File: src/sv/apla_pkg.sv
// apla_pkg: shared widths, constants, coefficient table and control word types
// for the airflow polynomial linearizer; no dependencies
`timescale 1ns / 1ps
`default_nettype none

package apla_pkg;

    // samples per average, 1 to 64
    localparam int SAMPLE_COUNT = 10;

    localparam int ADC_W     = 10;
    localparam int FLOW_W    = 16;
    localparam int VOLT_W    = 23;   // unsigned q3.20
    localparam int FRAC_BITS = 20;
    localparam int OUT_SHIFT = 8;    // q20.20 down to q4.12
    localparam int ACC_W     = 40;   // horner accumulator, signed
    localparam int COEF_W    = 28;   // signed q8.20 coefficients
    localparam int OP_W      = 24;   // multiplier operand, signed
    localparam int PROD_W    = 48;
    localparam int SUM_W     = 22;
    localparam int CNT_W     = 7;
    localparam int K_W       = 3;
    localparam int M_W       = 13;   // raw * 5
    localparam int DQ_W      = 3;

    // volts = raw * VOLT_NUM * 2^20 / VOLT_DEN
    localparam int VOLT_NUM = 5;
    localparam int VOLT_DEN = 1023;

    localparam logic [K_W-1:0] LAST_K = K_W'(6);

    // exact divide of the sum by SAMPLE_COUNT as multiply by rounded-up reciprocal
    localparam int DIV_L     = $clog2(SAMPLE_COUNT);
    localparam int DIV_SHIFT = SUM_W + DIV_L;
    localparam longint unsigned DIV_RECIP =
        ((64'd1 << DIV_SHIFT) + 64'(SAMPLE_COUNT) - 64'd1) / 64'(SAMPLE_COUNT);

    typedef enum logic [1:0] {
        ASEL_LO,
        ASEL_HI,
        ASEL_SUM
    } t_asel;

    typedef enum logic {
        BSEL_VOLTS,
        BSEL_RECIP
    } t_bsel;

    typedef enum logic [2:0] {
        SQ_NEXT,
        SQ_LOOP,          // back to target until the last coefficient
        SQ_DONE_IF_OPEN,  // finish unless the window is full
        SQ_WAIT_DONE,     // finish once the result register is free
        SQ_DONE
    } t_seq;

    typedef enum logic [2:0] {
        ST_MUL_LO,
        ST_MUL_HI,
        ST_ADD,
        ST_FLOW,
        ST_CHECK,
        ST_DIV,
        ST_EMIT
    } t_step;

    typedef struct packed {
        t_asel a_sel;
        t_bsel b_sel;
        logic  mul_en;
        logic  part_en;
        logic  horner_en;
        logic  k_inc;
        logic  flow_add;
        logic  emit;
        t_seq  seq;
        t_step target;
    } t_ctl;

    typedef struct packed {
        logic k_last;
        logic window_full;
        logic out_blocked;
    } t_stat;

    localparam t_ctl CTL_NOP = '{
        a_sel: ASEL_LO, b_sel: BSEL_VOLTS, mul_en: 1'b0, part_en: 1'b0,
        horner_en: 1'b0, k_inc: 1'b0, flow_add: 1'b0, emit: 1'b0,
        seq: SQ_DONE, target: ST_MUL_LO
    };

    // horner coefficients, highest power first
    function automatic logic signed [COEF_W-1:0] apla_coef(input logic [K_W-1:0] k);
        logic signed [COEF_W-1:0] c;
        unique case (k)
            3'd0:    c = -28'sd2752869;
            3'd1:    c =  28'sd21885270;
            3'd2:    c = -28'sd71460140;
            3'd3:    c =  28'sd122853031;
            3'd4:    c = -28'sd117395696;
            3'd5:    c =  28'sd60852934;
            3'd6:    c = -28'sd12583206;
            default: c = '0;
        endcase
        return c;
    endfunction

endpackage

`default_nettype wire

File: src/sv/apla_sample_if.sv
// apla_sample_if: valid/ready channel carrying one raw converter sample
// depends on apla_pkg
`timescale 1ns / 1ps
`default_nettype none

interface apla_sample_if;
    logic                        valid;
    logic                        ready;
    logic [apla_pkg::ADC_W-1:0]  adc_sample;

    modport source (output valid, output adc_sample, input ready);
    modport sink   (input valid, input adc_sample, output ready);
endinterface

`default_nettype wire

File: src/sv/apla_flow_if.sv
// apla_flow_if: valid/ready channel carrying one averaged flow value
// depends on apla_pkg
`timescale 1ns / 1ps
`default_nettype none

interface apla_flow_if;
    logic                         valid;
    logic                         ready;
    logic [apla_pkg::FLOW_W-1:0]  mean_flow;

    modport source (output valid, output mean_flow, input ready);
    modport sink   (input valid, input mean_flow, output ready);
endinterface

`default_nettype wire

File: src/sv/apla_sequencer.sv
// apla_sequencer: step counter and microcode rom driving the datapath
// depends on apla_pkg
`timescale 1ns / 1ps
`default_nettype none

module apla_sequencer (
    input  logic             i_clk,
    input  logic             i_rst_n,
    input  logic             i_start,
    input  apla_pkg::t_stat  i_stat,
    output apla_pkg::t_ctl   o_ctl,
    output logic             o_idle
);
    import apla_pkg::*;

    typedef enum logic {
        SEQ_IDLE,
        SEQ_RUN
    } t_state;

    t_state r_state;
    t_step  r_step;
    t_ctl   w_word;

    function automatic t_ctl ucode(input t_step s);
        t_ctl w;
        w = CTL_NOP;
        unique case (s)
            ST_MUL_LO: begin
                w.a_sel  = ASEL_LO;
                w.b_sel  = BSEL_VOLTS;
                w.mul_en = 1'b1;
                w.seq    = SQ_NEXT;
            end
            ST_MUL_HI: begin
                w.part_en = 1'b1;
                w.a_sel   = ASEL_HI;
                w.b_sel   = BSEL_VOLTS;
                w.mul_en  = 1'b1;
                w.seq     = SQ_NEXT;
            end
            ST_ADD: begin
                w.horner_en = 1'b1;
                w.k_inc     = 1'b1;
                w.seq       = SQ_LOOP;
                w.target    = ST_MUL_LO;
            end
            ST_FLOW: begin
                w.flow_add = 1'b1;
                w.seq      = SQ_NEXT;
            end
            ST_CHECK: begin
                w.seq = SQ_DONE_IF_OPEN;
            end
            ST_DIV: begin
                w.a_sel  = ASEL_SUM;
                w.b_sel  = BSEL_RECIP;
                w.mul_en = 1'b1;
                w.seq    = SQ_NEXT;
            end
            ST_EMIT: begin
                w.emit = 1'b1;
                w.seq  = SQ_WAIT_DONE;
            end
            default: w = CTL_NOP;
        endcase
        return w;
    endfunction

    assign w_word = ucode(r_step);
    assign o_ctl  = (r_state == SEQ_RUN) ? w_word : CTL_NOP;
    assign o_idle = (r_state == SEQ_IDLE);

    always_ff @(posedge i_clk) begin
        if (!i_rst_n) begin
            r_state <= SEQ_IDLE;
            r_step  <= ST_MUL_LO;
        end else begin
            unique case (r_state)
                SEQ_IDLE: begin
                    if (i_start) begin
                        r_state <= SEQ_RUN;
                        r_step  <= ST_MUL_LO;
                    end
                end
                SEQ_RUN: begin
                    unique case (w_word.seq)
                        SQ_NEXT: r_step <= t_step'(r_step + 3'd1);
                        SQ_LOOP: begin
                            if (!i_stat.k_last) begin
                                r_step <= w_word.target;
                            end else begin
                                r_step <= t_step'(r_step + 3'd1);
                            end
                        end
                        SQ_DONE_IF_OPEN: begin
                            if (!i_stat.window_full) begin
                                r_state <= SEQ_IDLE;
                            end else begin
                                r_step <= t_step'(r_step + 3'd1);
                            end
                        end
                        SQ_WAIT_DONE: begin
                            if (!i_stat.out_blocked) begin
                                r_state <= SEQ_IDLE;
                            end
                        end
                        default: r_state <= SEQ_IDLE;
                    endcase
                end
                default: r_state <= SEQ_IDLE;
            endcase
        end
    end

endmodule

`default_nettype wire

File: src/sv/apla_datapath.sv
// apla_datapath: volts scaling, shared multiplier, horner accumulator,
// flow clamp, window sum and result register; depends on apla_pkg
`timescale 1ns / 1ps
`default_nettype none

module apla_datapath (
    input  logic                         i_clk,
    input  logic                         i_rst_n,
    input  logic                         i_start,
    input  logic [apla_pkg::ADC_W-1:0]   i_adc_sample,
    input  apla_pkg::t_ctl               i_ctl,
    input  logic                         i_out_ready,
    output logic                         o_out_valid,
    output logic [apla_pkg::FLOW_W-1:0]  o_mean_flow,
    output apla_pkg::t_stat              o_stat
);
    import apla_pkg::*;

    logic [M_W-1:0]              w_m;
    logic [DQ_W-1:0]             w_dq;
    logic [VOLT_W-1:0]           w_volts;
    logic signed [OP_W-1:0]      w_a;
    logic signed [OP_W-1:0]      w_b;
    logic signed [PROD_W-1:0]    w_mul;
    logic [FLOW_W-1:0]           w_flow;
    logic                        w_blocked;
    logic                        w_emit;

    logic [VOLT_W-1:0]           r_volts;
    logic signed [ACC_W-1:0]     r_acc;
    logic signed [ACC_W-1:0]     r_part;
    logic signed [PROD_W-1:0]    r_prod;
    logic [FLOW_W-1:0]           r_mean;
    logic [K_W-1:0]              r_k;
    logic [SUM_W-1:0]            r_sum;
    logic [CNT_W-1:0]            r_count;
    logic                        r_out_valid;

    // raw*5*2^20/1023 = m*1025 + floor(m/1023), m = raw*5 <= 5*1023
    assign w_m = M_W'({i_adc_sample, 2'b00}) + M_W'(i_adc_sample);

    always_comb begin
        w_dq = '0;
        for (int j = 1; j <= VOLT_NUM; j++) begin
            if (w_m >= M_W'(j * VOLT_DEN)) begin
                w_dq = w_dq + DQ_W'(1);
            end
        end
    end

    assign w_volts = VOLT_W'({w_m, 10'b0}) + VOLT_W'(w_m) + VOLT_W'(w_dq);

    // operand select for the one shared multiplier
    always_comb begin
        unique case (i_ctl.a_sel)
            ASEL_LO:  w_a = OP_W'({1'b0, r_acc[FRAC_BITS-1:0]});
            ASEL_HI:  w_a = OP_W'($signed(r_acc[ACC_W-1:FRAC_BITS]));
            ASEL_SUM: w_a = OP_W'({1'b0, r_sum});
            default:  w_a = '0;
        endcase
        unique case (i_ctl.b_sel)
            BSEL_VOLTS: w_b = OP_W'({1'b0, r_volts});
            BSEL_RECIP: w_b = OP_W'(DIV_RECIP);
            default:    w_b = '0;
        endcase
    end

    assign w_mul = PROD_W'(w_a) * PROD_W'(w_b);

    // clamp at zero, drop 8 fraction bits, saturate
    always_comb begin
        if (r_acc[ACC_W-1] || (r_acc == '0)) begin
            w_flow = '0;
        end else if (|r_acc[ACC_W-1:FLOW_W+OUT_SHIFT]) begin
            w_flow = '1;
        end else begin
            w_flow = r_acc[OUT_SHIFT +: FLOW_W];
        end
    end

    assign w_blocked = r_out_valid && !i_out_ready;
    assign w_emit    = i_ctl.emit && !w_blocked;

    always_ff @(posedge i_clk) begin
        if (!i_rst_n) begin
            r_k         <= '0;
            r_sum       <= '0;
            r_count     <= '0;
            r_out_valid <= 1'b0;
        end else begin
            if (i_start) begin
                r_k <= K_W'(1);
            end else if (i_ctl.k_inc) begin
                r_k <= r_k + K_W'(1);
            end
            if (w_emit) begin
                r_sum   <= '0;
                r_count <= '0;
            end else if (i_ctl.flow_add) begin
                r_sum   <= r_sum + SUM_W'(w_flow);
                r_count <= r_count + CNT_W'(1);
            end
            if (w_emit) begin
                r_out_valid <= 1'b1;
            end else if (i_out_ready) begin
                r_out_valid <= 1'b0;
            end
        end
    end

    always_ff @(posedge i_clk) begin
        if (i_start) begin
            r_volts <= w_volts;
            r_acc   <= ACC_W'(apla_coef('0));
        end else if (i_ctl.horner_en) begin
            r_acc <= r_prod[ACC_W-1:0] + r_part;
        end
        if (i_ctl.mul_en) begin
            r_prod <= w_mul;
        end
        // low partial product is never negative, so floor is a plain shift
        if (i_ctl.part_en) begin
            r_part <= $signed(ACC_W'({1'b0, r_prod[PROD_W-2:FRAC_BITS]}))
                      + ACC_W'(apla_coef(r_k));
        end
        if (w_emit) begin
            r_mean <= r_prod[DIV_SHIFT +: FLOW_W];
        end
    end

    assign o_out_valid        = r_out_valid;
    assign o_mean_flow        = r_mean;
    assign o_stat.k_last      = (r_k == LAST_K);
    assign o_stat.window_full = (r_count == CNT_W'(SAMPLE_COUNT));
    assign o_stat.out_blocked = w_blocked;

endmodule

`default_nettype wire

File: src/sv/airflow_poly_linearize_average.sv
// airflow_poly_linearize_average: top level of the airflow linearizer
// depends on apla_pkg, apla_sample_if, apla_flow_if, apla_sequencer, apla_datapath
`timescale 1ns / 1ps
`default_nettype none

// Each raw 10-bit sample beat on i_sample is scaled to volts (unsigned q3.20),
// run through a sixth-order polynomial by horner's rule, clamped at zero and
// saturated to unsigned q4.12 m/s, then summed. After every SAMPLE_COUNT
// samples (apla_pkg) one beat on o_flow carries the truncated mean and the sum
// restarts. Samples are taken one at a time: i_sample.ready is high only while
// the sequencer is idle. A sample that closes a window also waits, before the
// next accept, while the previous result still sits unclaimed in the output
// register. The work per sample is set by the single 24x24 multiplier: each of
// the six horner steps is two partial products (low and high halves of the
// accumulator) and one add, three microcode steps, and the window mean takes
// one more pass through the same multiplier (multiply by reciprocal). A
// finished mean waits in its own register, so the next sample is accepted
// while o_flow is stalled.
module airflow_poly_linearize_average (
    input  logic          i_clk,
    input  logic          i_rst_n,
    apla_sample_if.sink   i_sample,
    apla_flow_if.source   o_flow
);
    import apla_pkg::*;

    t_ctl  w_ctl;
    t_stat w_stat;
    logic  w_idle;
    logic  w_start;

    // sample beat taken only when the sequencer is idle
    assign i_sample.ready = w_idle;
    assign w_start        = i_sample.valid && i_sample.ready;

    // step counter and microcode rom
    apla_sequencer u_seq (
        .i_clk   (i_clk),
        .i_rst_n (i_rst_n),
        .i_start (w_start),
        .i_stat  (w_stat),
        .o_ctl   (w_ctl),
        .o_idle  (w_idle)
    );

    // shared multiplier, horner accumulator, window sum, result register
    apla_datapath u_dp (
        .i_clk        (i_clk),
        .i_rst_n      (i_rst_n),
        .i_start      (w_start),
        .i_adc_sample (i_sample.adc_sample),
        .i_ctl        (w_ctl),
        .i_out_ready  (o_flow.ready),
        .o_out_valid  (o_flow.valid),
        .o_mean_flow  (o_flow.mean_flow),
        .o_stat       (w_stat)
    );

`ifndef SYNTHESIS
    // one sample at a time: an accepted beat starts the sequencer
    a_busy_after_accept: assert property (
        @(posedge i_clk) disable iff (!i_rst_n)
        (i_sample.valid && i_sample.ready) |=> !i_sample.ready
    ) else $error("sample accepted while a previous one is in flight");

    // a result appears only from the emit step
    a_valid_from_emit: assert property (
        @(posedge i_clk) disable iff (!i_rst_n)
        $rose(o_flow.valid) |-> $past(w_ctl.emit)
    ) else $error("result valid without an emit step");

    // emit only on a full window
    a_emit_full_window: assert property (
        @(posedge i_clk) disable iff (!i_rst_n)
        w_ctl.emit |-> w_stat.window_full
    ) else $error("emit step reached with an open window");

    // idle sequencer leaves the datapath alone
    a_idle_quiet: assert property (
        @(posedge i_clk) disable iff (!i_rst_n)
        i_sample.ready |-> (!w_ctl.mul_en && !w_ctl.flow_add && !w_ctl.horner_en)
    ) else $error("datapath control active while idle");
`endif

endmodule

`default_nettype wire
File: src/flat_wrapper.sv
// flat-port wrapper written by rule: the top's interface ports become plain ports
module airflow_poly_linearize_average_flat import apla_pkg::*;
  (i_clk, i_rst_n, i_sample_valid, i_sample_adc_sample, i_sample_ready, o_flow_valid, o_flow_mean_flow, o_flow_ready);
  apla_sample_if i_sample_i ();
  apla_flow_if o_flow_i ();
  input  logic i_clk;
  input  logic i_rst_n;
  input wire logic [$bits(i_sample_i.valid)-1:0] i_sample_valid;
  input wire logic [$bits(i_sample_i.adc_sample)-1:0] i_sample_adc_sample;
  output wire logic [$bits(i_sample_i.ready)-1:0] i_sample_ready;
  output wire logic [$bits(o_flow_i.valid)-1:0] o_flow_valid;
  output wire logic [$bits(o_flow_i.mean_flow)-1:0] o_flow_mean_flow;
  input wire logic [$bits(o_flow_i.ready)-1:0] o_flow_ready;
  assign i_sample_i.valid = i_sample_valid;
  assign i_sample_i.adc_sample = i_sample_adc_sample;
  assign i_sample_ready = i_sample_i.ready;
  assign o_flow_valid = o_flow_i.valid;
  assign o_flow_mean_flow = o_flow_i.mean_flow;
  assign o_flow_i.ready = o_flow_ready;
  airflow_poly_linearize_average u_core (.i_clk(i_clk), .i_rst_n(i_rst_n), .i_sample(i_sample_i), .o_flow(o_flow_i));
endmodule
File: config.mk
export PLATFORM = sky130hd
export DESIGN_NAME = airflow_poly_linearize_average_flat
export DESIGN_NICKNAME = d
export VERILOG_FILES = /design/src/sv/apla_pkg.sv /design/src/sv/apla_sample_if.sv /design/src/sv/apla_flow_if.sv /design/src/sv/apla_sequencer.sv /design/src/sv/apla_datapath.sv /design/src/sv/airflow_poly_linearize_average.sv /design/src/flat_wrapper.sv
export SDC_FILE = /design/constraint.sdc
export NUM_CORES = 2
export LEC_CHECK = 0
export ABC_AREA = 1
export BUFFER_PORTS_ARGS = -buffer_cell sky130_fd_sc_hd__clkbuf_2
export CAP_MARGIN = 30
export CORE_AREA = 5 5 392 394
export DETAILED_ROUTE_END_ITERATION = 8
export DIE_AREA = 0 0 397 399
export PLACE_DENSITY_LB_ADDON = 0.15
export SETUP_SLACK_MARGIN = 0.5
export SYNTH_ARGS = -nofsm -noshare
export SYNTH_HDL_FRONTEND = slang
export SYNTH_SLANG_ARGS = --single-unit
File: constraint.sdc
create_clock -name i_clk -period 22.8 [get_ports i_clk]
set_input_delay 1.14 -clock i_clk [delete_from_list [all_inputs] [get_ports i_clk]]
set_output_delay 1.14 -clock i_clk [all_outputs]
set_load 0.05 [all_outputs]
# Word-level counts from Yosys, hierarchy flattened
# Cells that the tools add are included.
# W data, S select, Z words.
totals:
  out_inout_bits: 18
  input_bits: 14
  regBits: 203
classes:
  reduce_logical: 19
  bitwise: 3
  multipliers: 1
  addsub: 13
  n_mux: 32
  eq_ne: 21
  order_cmp: 5
ops:
  columns: ["op", "count"]
  rows:
  - ["$pmux W28 S7", 1]
  - ["$pmux W24 S3", 1]
  - ["$pmux W24 S2", 1]
  - ["$mul A24 B24 Y47", 1]
  - ["$add A40 B40 Y40", 1]
  - ["$logic_not A40 Y1", 1]
  - ["$mux W16", 2]
  - ["$add A28 B28 Y29", 1]
  - ["$mux W28", 1]
  - ["$ge A13 B12 Y1 const B", 2]
  - ["$add A23 B13 Y23", 1]
  - ["$add A23 B3 Y23", 1]
  - ["$add A22 B16 Y22", 1]
  - ["$mux W3", 7]
  - ["$add A3 B1 Y3 const B", 6]
  - ["$eq A3 B2 Y1 const B", 6]
  - ["$eq A3 B3 Y1 const B", 6]
  - ["$reduce_or A16 Y1", 1]
  - ["$mux W15", 1]
  - ["$add A12 B10 Y13", 1]
  - ["$ge A13 B10 Y1 const B", 1]
  - ["$ge A13 B11 Y1 const B", 1]
  - ["$ge A13 B13 Y1 const B", 1]
  - ["$pmux W3 S4", 1]
  - ["25 further kinds", 47]

# Depth between registers and ports, before layout
depth:
  depth_word: 12
  depth_mapped: 38
  mapped_depth_nobuf: 38

# Modules after synthesis
# A second synthesis with hierarchy kept.
hier_totals:
  cells_unflattened: 4455
  area_unflattened_um2: 34578.2
modules_own_cells:
  columns: ["mod", "seq_area_each_um2", "cells_per_inst", "area_each_um2", "n_inst"]
  rows:
  - ["apla_datapath", 4914.7, 4386, 34119.0, 1]
  - ["apla_sequencer", 80.1, 67, 451.7, 1]
  - ["airflow_poly_linearize_average", 0.0, 2, 7.5, 1]

# Worst setup path before layout
# Ideal clock, no wire load.
synth_path:
  kind: "reg-to-reg"
  from: "reg u_core.u_seq.r_step[0]"
  to: "reg u_core.u_dp.r_prod[35], data pin"
  setup_time_ns: 0.259
  synth_period_minus_slack_ns: 7.884
  t_arrival_ns: 7.625
  n_path_buf: 2
  path_slack_ns: 14.916
  required_time_ns: 22.541
  stages_incl_launch_ff: 32
  cell_sequence: "dfxtp_1 -> ha_1 -> nand2_1 -> nor2_1 -> clkbuf_1 -> nand2_1 -> o211ai_2 -> buf_2 -> nand2_1 -> fa_1 -> inv_1 -> fa_1 -> inv_1 -> fa_1 -> inv_1 -> fa_1 -> fa_1 -> fa_1 -> inv_1 -> fa_1 -> inv_1 -> ha_1 -> nand2_1 -> nor2_1 -> nand2_1 -> nor4_1 -> nand2_1 -> nand4_1 -> nand2_1 -> nand2_1 -> a21oi_1 -> xnor2_1"
synth_via:
  elab_chain_len: 6
  word_cells_on_any_way: 12
synth_lines:
  columns: ["item", "line_no", "text"]
  rows:
  - ["start, declared", "apla_sequencer.sv:22", "t_step r_step;"]
  - ["start signal, assigned", "apla_sequencer.sv:88", "SQ_NEXT: r_step <= t_step'(r_step + 3'd1);"]
  - ["start signal, assigned", "apla_sequencer.sv:91", "r_step <= w_word.target;"]
  - ["start signal, assigned", "apla_sequencer.sv:93", "r_step <= t_step'(r_step + 3'd1);"]
  - ["$eq A3 B3 Y1, or another cell as far along", "apla_sequencer.sv:28", "unique case (s)"]
  - ["$pmux W4 S3 *", "apla_sequencer.sv:28", null]
  - ["$mux W15 *", "apla_sequencer.sv:71", "assign o_ctl = (r_state == SEQ_RUN) ? w_word : CTL_NOP;"]
  - ["$eq A2 B2 Y1, or another cell as far along", "apla_datapath.sv:55", "unique case (i_ctl.a_sel)"]
  - ["$pmux W24 S3 / $pmux W24 S2 (equally long branches)", "apla_datapath.sv:55, apla_datapath.sv:61", null]
  - ["$mul A24 B24 Y47 *", "apla_datapath.sv:68", "assign w_mul = PROD_W'(w_a) * PROD_W'(w_b);"]
  - ["via u_core.u_dp.w_mul[35]", "apla_datapath.sv:24", "logic signed [PROD_W-1:0] w_mul;"]
  - ["end signal, assigned", "apla_datapath.sv:119", "r_prod <= w_mul;"]
  - ["end, declared", "apla_datapath.sv:32", "logic signed [PROD_W-1:0] r_prod;"]
# The timed path passes the listed nets; every way through them passes the cells marked *. The select of a mux whose other input is x is not followed.
# A chain may end at the register's enable or synchronous reset.

# Worst setup path in the final report
layout_path:
  from: "reg u_core.u_seq.r_step[0]"
  to: "reg u_core.u_dp.r_prod[45], data pin"
# Same word-level chain as after synthesis.

==> tab_implementation.tex <==
\begin{tabular}{lr}
\hline
Metric & Value \\
\hline
\multicolumn{2}{l}{\textbf{Timing}} \\
Final period utilization & 0.4090 \\
Post-route clock skew & between 0.02 and 0.025 ns \\
RSZ-0062 raised after global routing & false \\
Rel. slew slack & 0.3349 \\
Pins Over Slew Limit & 0 \\
Fin. Hold Viols & 0 \\
Final setup TNS & 0 ns \\
Highest Clock Rate & 107.2 MHz \\
Clock period minus final worst setup slack & $\sim$9.3 ns \\
Slew at the pin closest to its max-slew limit & roughly 0.99 ns \\
Setup-violating endpoint count in the final report & 0 \\
\multicolumn{2}{l}{\textbf{Worst setup path}} \\
R2R depth & 26 \\
Critical R2R Capture & u\_core.u\_dp.r\_prod[45] \\
Longest individual stage delay on the worst path & around 1.1 ns \\
Startpoint type of the worst setup path & register \\
Start-to-end type of the worst setup path & register to register \\
Type of element capturing the critical path & register \\
Beginning of the critical path & u\_core.u\_seq.r\_step[0] \\
Slowest cell on crit path & sky130\_fd\_sc\_hd\_\_fa\_1 \\
Buffers plus inverters on the worst setup path & 5 \\
Crit Path Max Fanout & 49 \\
Family of cells with the greatest summed delay on the critical path & adder cells \\
Critical Path Sink & u\_core.u\_dp.r\_prod[45] \\
Worst path arrival time & 9.67 ns \\
Most common cell on crit path & sky130\_fd\_sc\_hd\_\_fa\_1 \\
Reg-to-reg critical path startpoint & u\_core.u\_seq.r\_step[0] \\
Register-to-Register Setup Slack & between 10 and 15 ns \\
Required time of the critical path & approximately 23 ns \\
Critical path depth in cells & 26 \\
\multicolumn{2}{l}{\textbf{Global routing}} \\
Met2 track demand over resource in global routing & 0.2474 \\
GR Layer Usage met1 & 0.2111 \\
Met3 track demand over resource in global routing & 0.02063 \\
Total grt overflow & 0 \\
Global-route wire length before repair & approximately 180000 um \\
Gr busiest metal & met2 \\
Pin count of the biggest net entering global routing & 62 \\
Number of antenna violations at the first check in global routing & 9 \\
Overall track demand over capacity in global routing & 0.1509 \\
Vias in the first global route & 28363 \\
\multicolumn{2}{l}{\textbf{Synth}} \\
Area contributors post-synth & sky130\_fd\_sc\_hd\_\_fa\_1 (33\%), sky130\_fd\_sc\_hd\_\_inv\_1 (13\%), sky130\_fd\_sc\_hd\_\_edfxtp\_1 (10\%) \\
Area share of the largest cell type after synthesis & 0.3326 \\
Number of warnings reported in the yosys synthesis log & 0 \\
Register area share after synthesis & 0.1463 \\
Proportion of synthesized flip-flops having asynchronous set or reset & 0 \\
Syn Std Cell Area & around 34000 um2 \\
Ys flop type & sky130\_fd\_sc\_hd\_\_edfxtp\_1 \\
Net Count, Synth & a little over 5000 \\
Cells after synthesis & 4365 \\
Unique cell type count in the Yosys netlist & 53 \\
Number of synthesized flops with an enable pin & 115 \\
Number of storage elements in the synthesis netlist & 192 \\
Post-synth top area cell & sky130\_fd\_sc\_hd\_\_fa\_1 \\
Mean instance size in the synthesized netlist & 7.820 um2 \\
\multicolumn{2}{l}{\textbf{Flow run}} \\
Maximum capacitance violations & 0 \\
\multicolumn{2}{l}{\textbf{Floorplanning}} \\
Width of the die & 397 um \\
Initial core utilization & 0.2284 \\
Chip height & between 300 and 400 um \\
I/O pin total & 32 \\
\# rows & 142 \\
Total die area & roughly 160000 um2 \\
Floorplan core area & about 150000 um2 \\
\multicolumn{2}{l}{\textbf{Outcome}} \\
Status & completed \\
\multicolumn{2}{l}{\textbf{CTS}} \\
Post-CTS setup buffer count & 0 \\
Num CTS Buffers & 17 \\
Later-pin clock latency in the skew report & around 0.52 ns \\
CTS root buf & sky130\_fd\_sc\_hd\_\_clkbuf\_16 \\
Number of levels in the clock H-tree & 4 \\
Resize count post-CTS & 0 \\
Clock Sinks & roughly 190 \\
Buffer levels on the longest clock path & 2 \\
TritonCTS clock tree & done \\
Count of hold buffers inserted by post-cts repair & 0 \\
Clock-pin slew on the worst setup and hold paths & about 0.090 ns \\
\multicolumn{2}{l}{\textbf{Drt}} \\
Via count of the routed design & around 27000 \\
Drt total wl & approximately 120000 um \\
Antenna viol nets, final & 0 \\
Detailed-router iteration count before antenna repair & 5 \\
DR vias/cell & 4.241 \\
Remaining DRCs & 0 \\
Post-detailed-route wirelength per cell & $\sim$18 um \\
Iteration-0 DRC Markers & roughly 1600 \\
\multicolumn{2}{l}{\textbf{Placed design}} \\
Placed insts & 6370 \\
Detailed Place HPWL & 98560 um \\
Placer Congestion & approximately 0.87 \\
Buffers on Ports & 31 \\
\multicolumn{2}{l}{\textbf{Final layout}} \\
Share of cells above drive strength 1 & 0.04172 \\
Number of nets in the layout & roughly 5200 \\
Count of antenna diodes in the layout & 0 \\
Area growth syn-to-layout & 10.00\% \\
Final Instance Count excl. Fillers & roughly 6400 \\
Fillers & approximately 17000 \\
\multicolumn{2}{l}{\textbf{Hold path}} \\
Class of the tightest hold or removal check & register to register \\
\hline
\end{tabular}
[worst min-delay path by stage]
stage,from,slack [ns],to,cells past startpoint
after floorplan,u_core.u_dp.r_prod[40],0.43,u_core.u_dp.o_mean_flow[14],0
final,u_core.u_dp.r_count[6],0.47,u_core.u_dp.r_count[6],2
after CTS,u_core.u_dp.r_count[6],0.48,u_core.u_dp.r_count[6],2
after global placement,u_core.u_dp.r_count[6],0.46,u_core.u_dp.r_count[6],2
after global routing,u_core.u_dp.r_count[6],0.50,u_core.u_dp.r_count[6],2
after detailed placement,u_core.u_dp.r_count[6],0.46,u_core.u_dp.r_count[6],2
[registers in the layout, indices dropped and copies added, names as in the netlist]
register,flops
u_core.u_seq.r_state,1
u_core.u_dp.r_prod,47
u_core.u_dp.r_part,29
u_core.u_dp.r_count,7
u_core.u_dp.o_out_valid,1
u_core.u_seq.r_step,3
u_core.u_dp.r_sum,22
u_core.u_dp.r_k,3
u_core.u_dp.r_acc,40
u_core.u_dp.o_mean_flow,16
u_core.u_dp.r_volts,23
[stage by stage]
step	area [um2]	util	hold slack, ns	setup WS [ns]
2_1_floorplan	34130	-	0.4334	14.92
3_3_place_gp	36870	0.2468	0.4555	13.58
3_5_place_dp	36900	0.2469	0.4593	13.37
4_1_cts	37550	0.2513	0.4771	13.29
5_1_grt	37550	0.2513	0.4969	12.63
6_report	37550	0.2513	0.4718	13.48
[layer usage]
metal	vias up	part of all wire
li1	13084	-
met1	13484	0.47
met2	483	0.46
met3	95	0.041
met4	2	0.021
met5	-	0.00011
[cells by family after synthesis]
family	share of synthesized area
AO/OA/AOI/OAI	0.08585
adder cells (fa/ha/maj)	0.4213
XOR/XNOR	0.03079
AND/OR/NAND/NOR	0.1742
buffers and inverters	0.1416
flip-flops	0.1463
[area by class of cell]
class,count,area [um2],area share
inverter,1183,4441,0.1183
tap,2016,2522,0.06718
sequential,192,4995,0.1330
multi-input combinational,2893,24350,0.6486
clock inverter,15,221.5,0.005898
timing repair buffer,86,588.1,0.01566
clock buffer,17,425.4,0.01133
[layout by cell type (no fill, tap or decap), types with 7 or more instances in the layout]
| cell | count |
|---|---|
| sky130_fd_sc_hd__buf_4 | 54 |
| sky130_fd_sc_hd__fa_1 | 567 |
| sky130_fd_sc_hd__a21o_1 | 25 |
| sky130_fd_sc_hd__xor2_1 | 78 |
| sky130_fd_sc_hd__o21a_1 | 11 |
| sky130_fd_sc_hd__dfxtp_1 | 77 |
| sky130_fd_sc_hd__o21ai_0 | 126 |
| sky130_fd_sc_hd__clkbuf_16 | 17 |
| sky130_fd_sc_hd__o21ai_1 | 8 |
| sky130_fd_sc_hd__or2_2 | 10 |
| sky130_fd_sc_hd__o211ai_1 | 16 |
| sky130_fd_sc_hd__nor2_1 | 372 |
| sky130_fd_sc_hd__edfxtp_1 | 115 |
| sky130_fd_sc_hd__o211ai_2 | 13 |
| sky130_fd_sc_hd__inv_1 | 1170 |
| sky130_fd_sc_hd__o21bai_1 | 14 |
| sky130_fd_sc_hd__xnor2_1 | 42 |
| sky130_fd_sc_hd__a21oi_1 | 229 |
| sky130_fd_sc_hd__nand3_1 | 110 |
| sky130_fd_sc_hd__nor4_1 | 19 |
| sky130_fd_sc_hd__nand2_2 | 7 |
| sky130_fd_sc_hd__nand2_1 | 865 |
| sky130_fd_sc_hd__ha_1 | 242 |
| sky130_fd_sc_hd__a31oi_1 | 29 |
| sky130_fd_sc_hd__nand4_1 | 19 |
| sky130_fd_sc_hd__clkbuf_2 | 31 |
| sky130_fd_sc_hd__nor3_1 | 26 |
| sky130_fd_sc_hd__inv_2 | 7 |
[synth_stat cells (5+ instances only)]
master	n
sky130_fd_sc_hd__nor3_1	26
sky130_fd_sc_hd__a21oi_1	230
sky130_fd_sc_hd__nand3b_1	5
sky130_fd_sc_hd__o21ai_0	127
sky130_fd_sc_hd__or2_2	10
sky130_fd_sc_hd__inv_1	1170
sky130_fd_sc_hd__clkinv_1	7
sky130_fd_sc_hd__nor2_2	5
sky130_fd_sc_hd__a21boi_0	5
sky130_fd_sc_hd__ha_1	242
sky130_fd_sc_hd__o211ai_2	15
sky130_fd_sc_hd__o21bai_1	14
sky130_fd_sc_hd__a21o_1	25
sky130_fd_sc_hd__clkbuf_1	74
sky130_fd_sc_hd__o211ai_1	16
sky130_fd_sc_hd__buf_2	23
sky130_fd_sc_hd__nand4_1	19
sky130_fd_sc_hd__nand2_2	7
sky130_fd_sc_hd__nand2_1	865
sky130_fd_sc_hd__edfxtp_1	115
sky130_fd_sc_hd__and3_1	6
sky130_fd_sc_hd__inv_2	6
sky130_fd_sc_hd__xnor2_1	42
sky130_fd_sc_hd__a31oi_1	29
sky130_fd_sc_hd__nor2_1	374
sky130_fd_sc_hd__dfxtp_1	77
sky130_fd_sc_hd__o21ai_1	8
sky130_fd_sc_hd__nand3_1	110
sky130_fd_sc_hd__xor2_1	78
sky130_fd_sc_hd__fa_1	567
sky130_fd_sc_hd__o21a_1	11
sky130_fd_sc_hd__nor4_1	20
[worst min-delay path, cell delays in order, from the launching register on]
cell and delay, ns:
sky130_fd_sc_hd__dfxtp_1 0.32, sky130_fd_sc_hd__inv_1 0.06, sky130_fd_sc_hd__a21oi_1 0.05
Power is left out: the tool's default activity adds up to more than one toggle a clock period on the data nets, which glitch-free logic cannot reach.
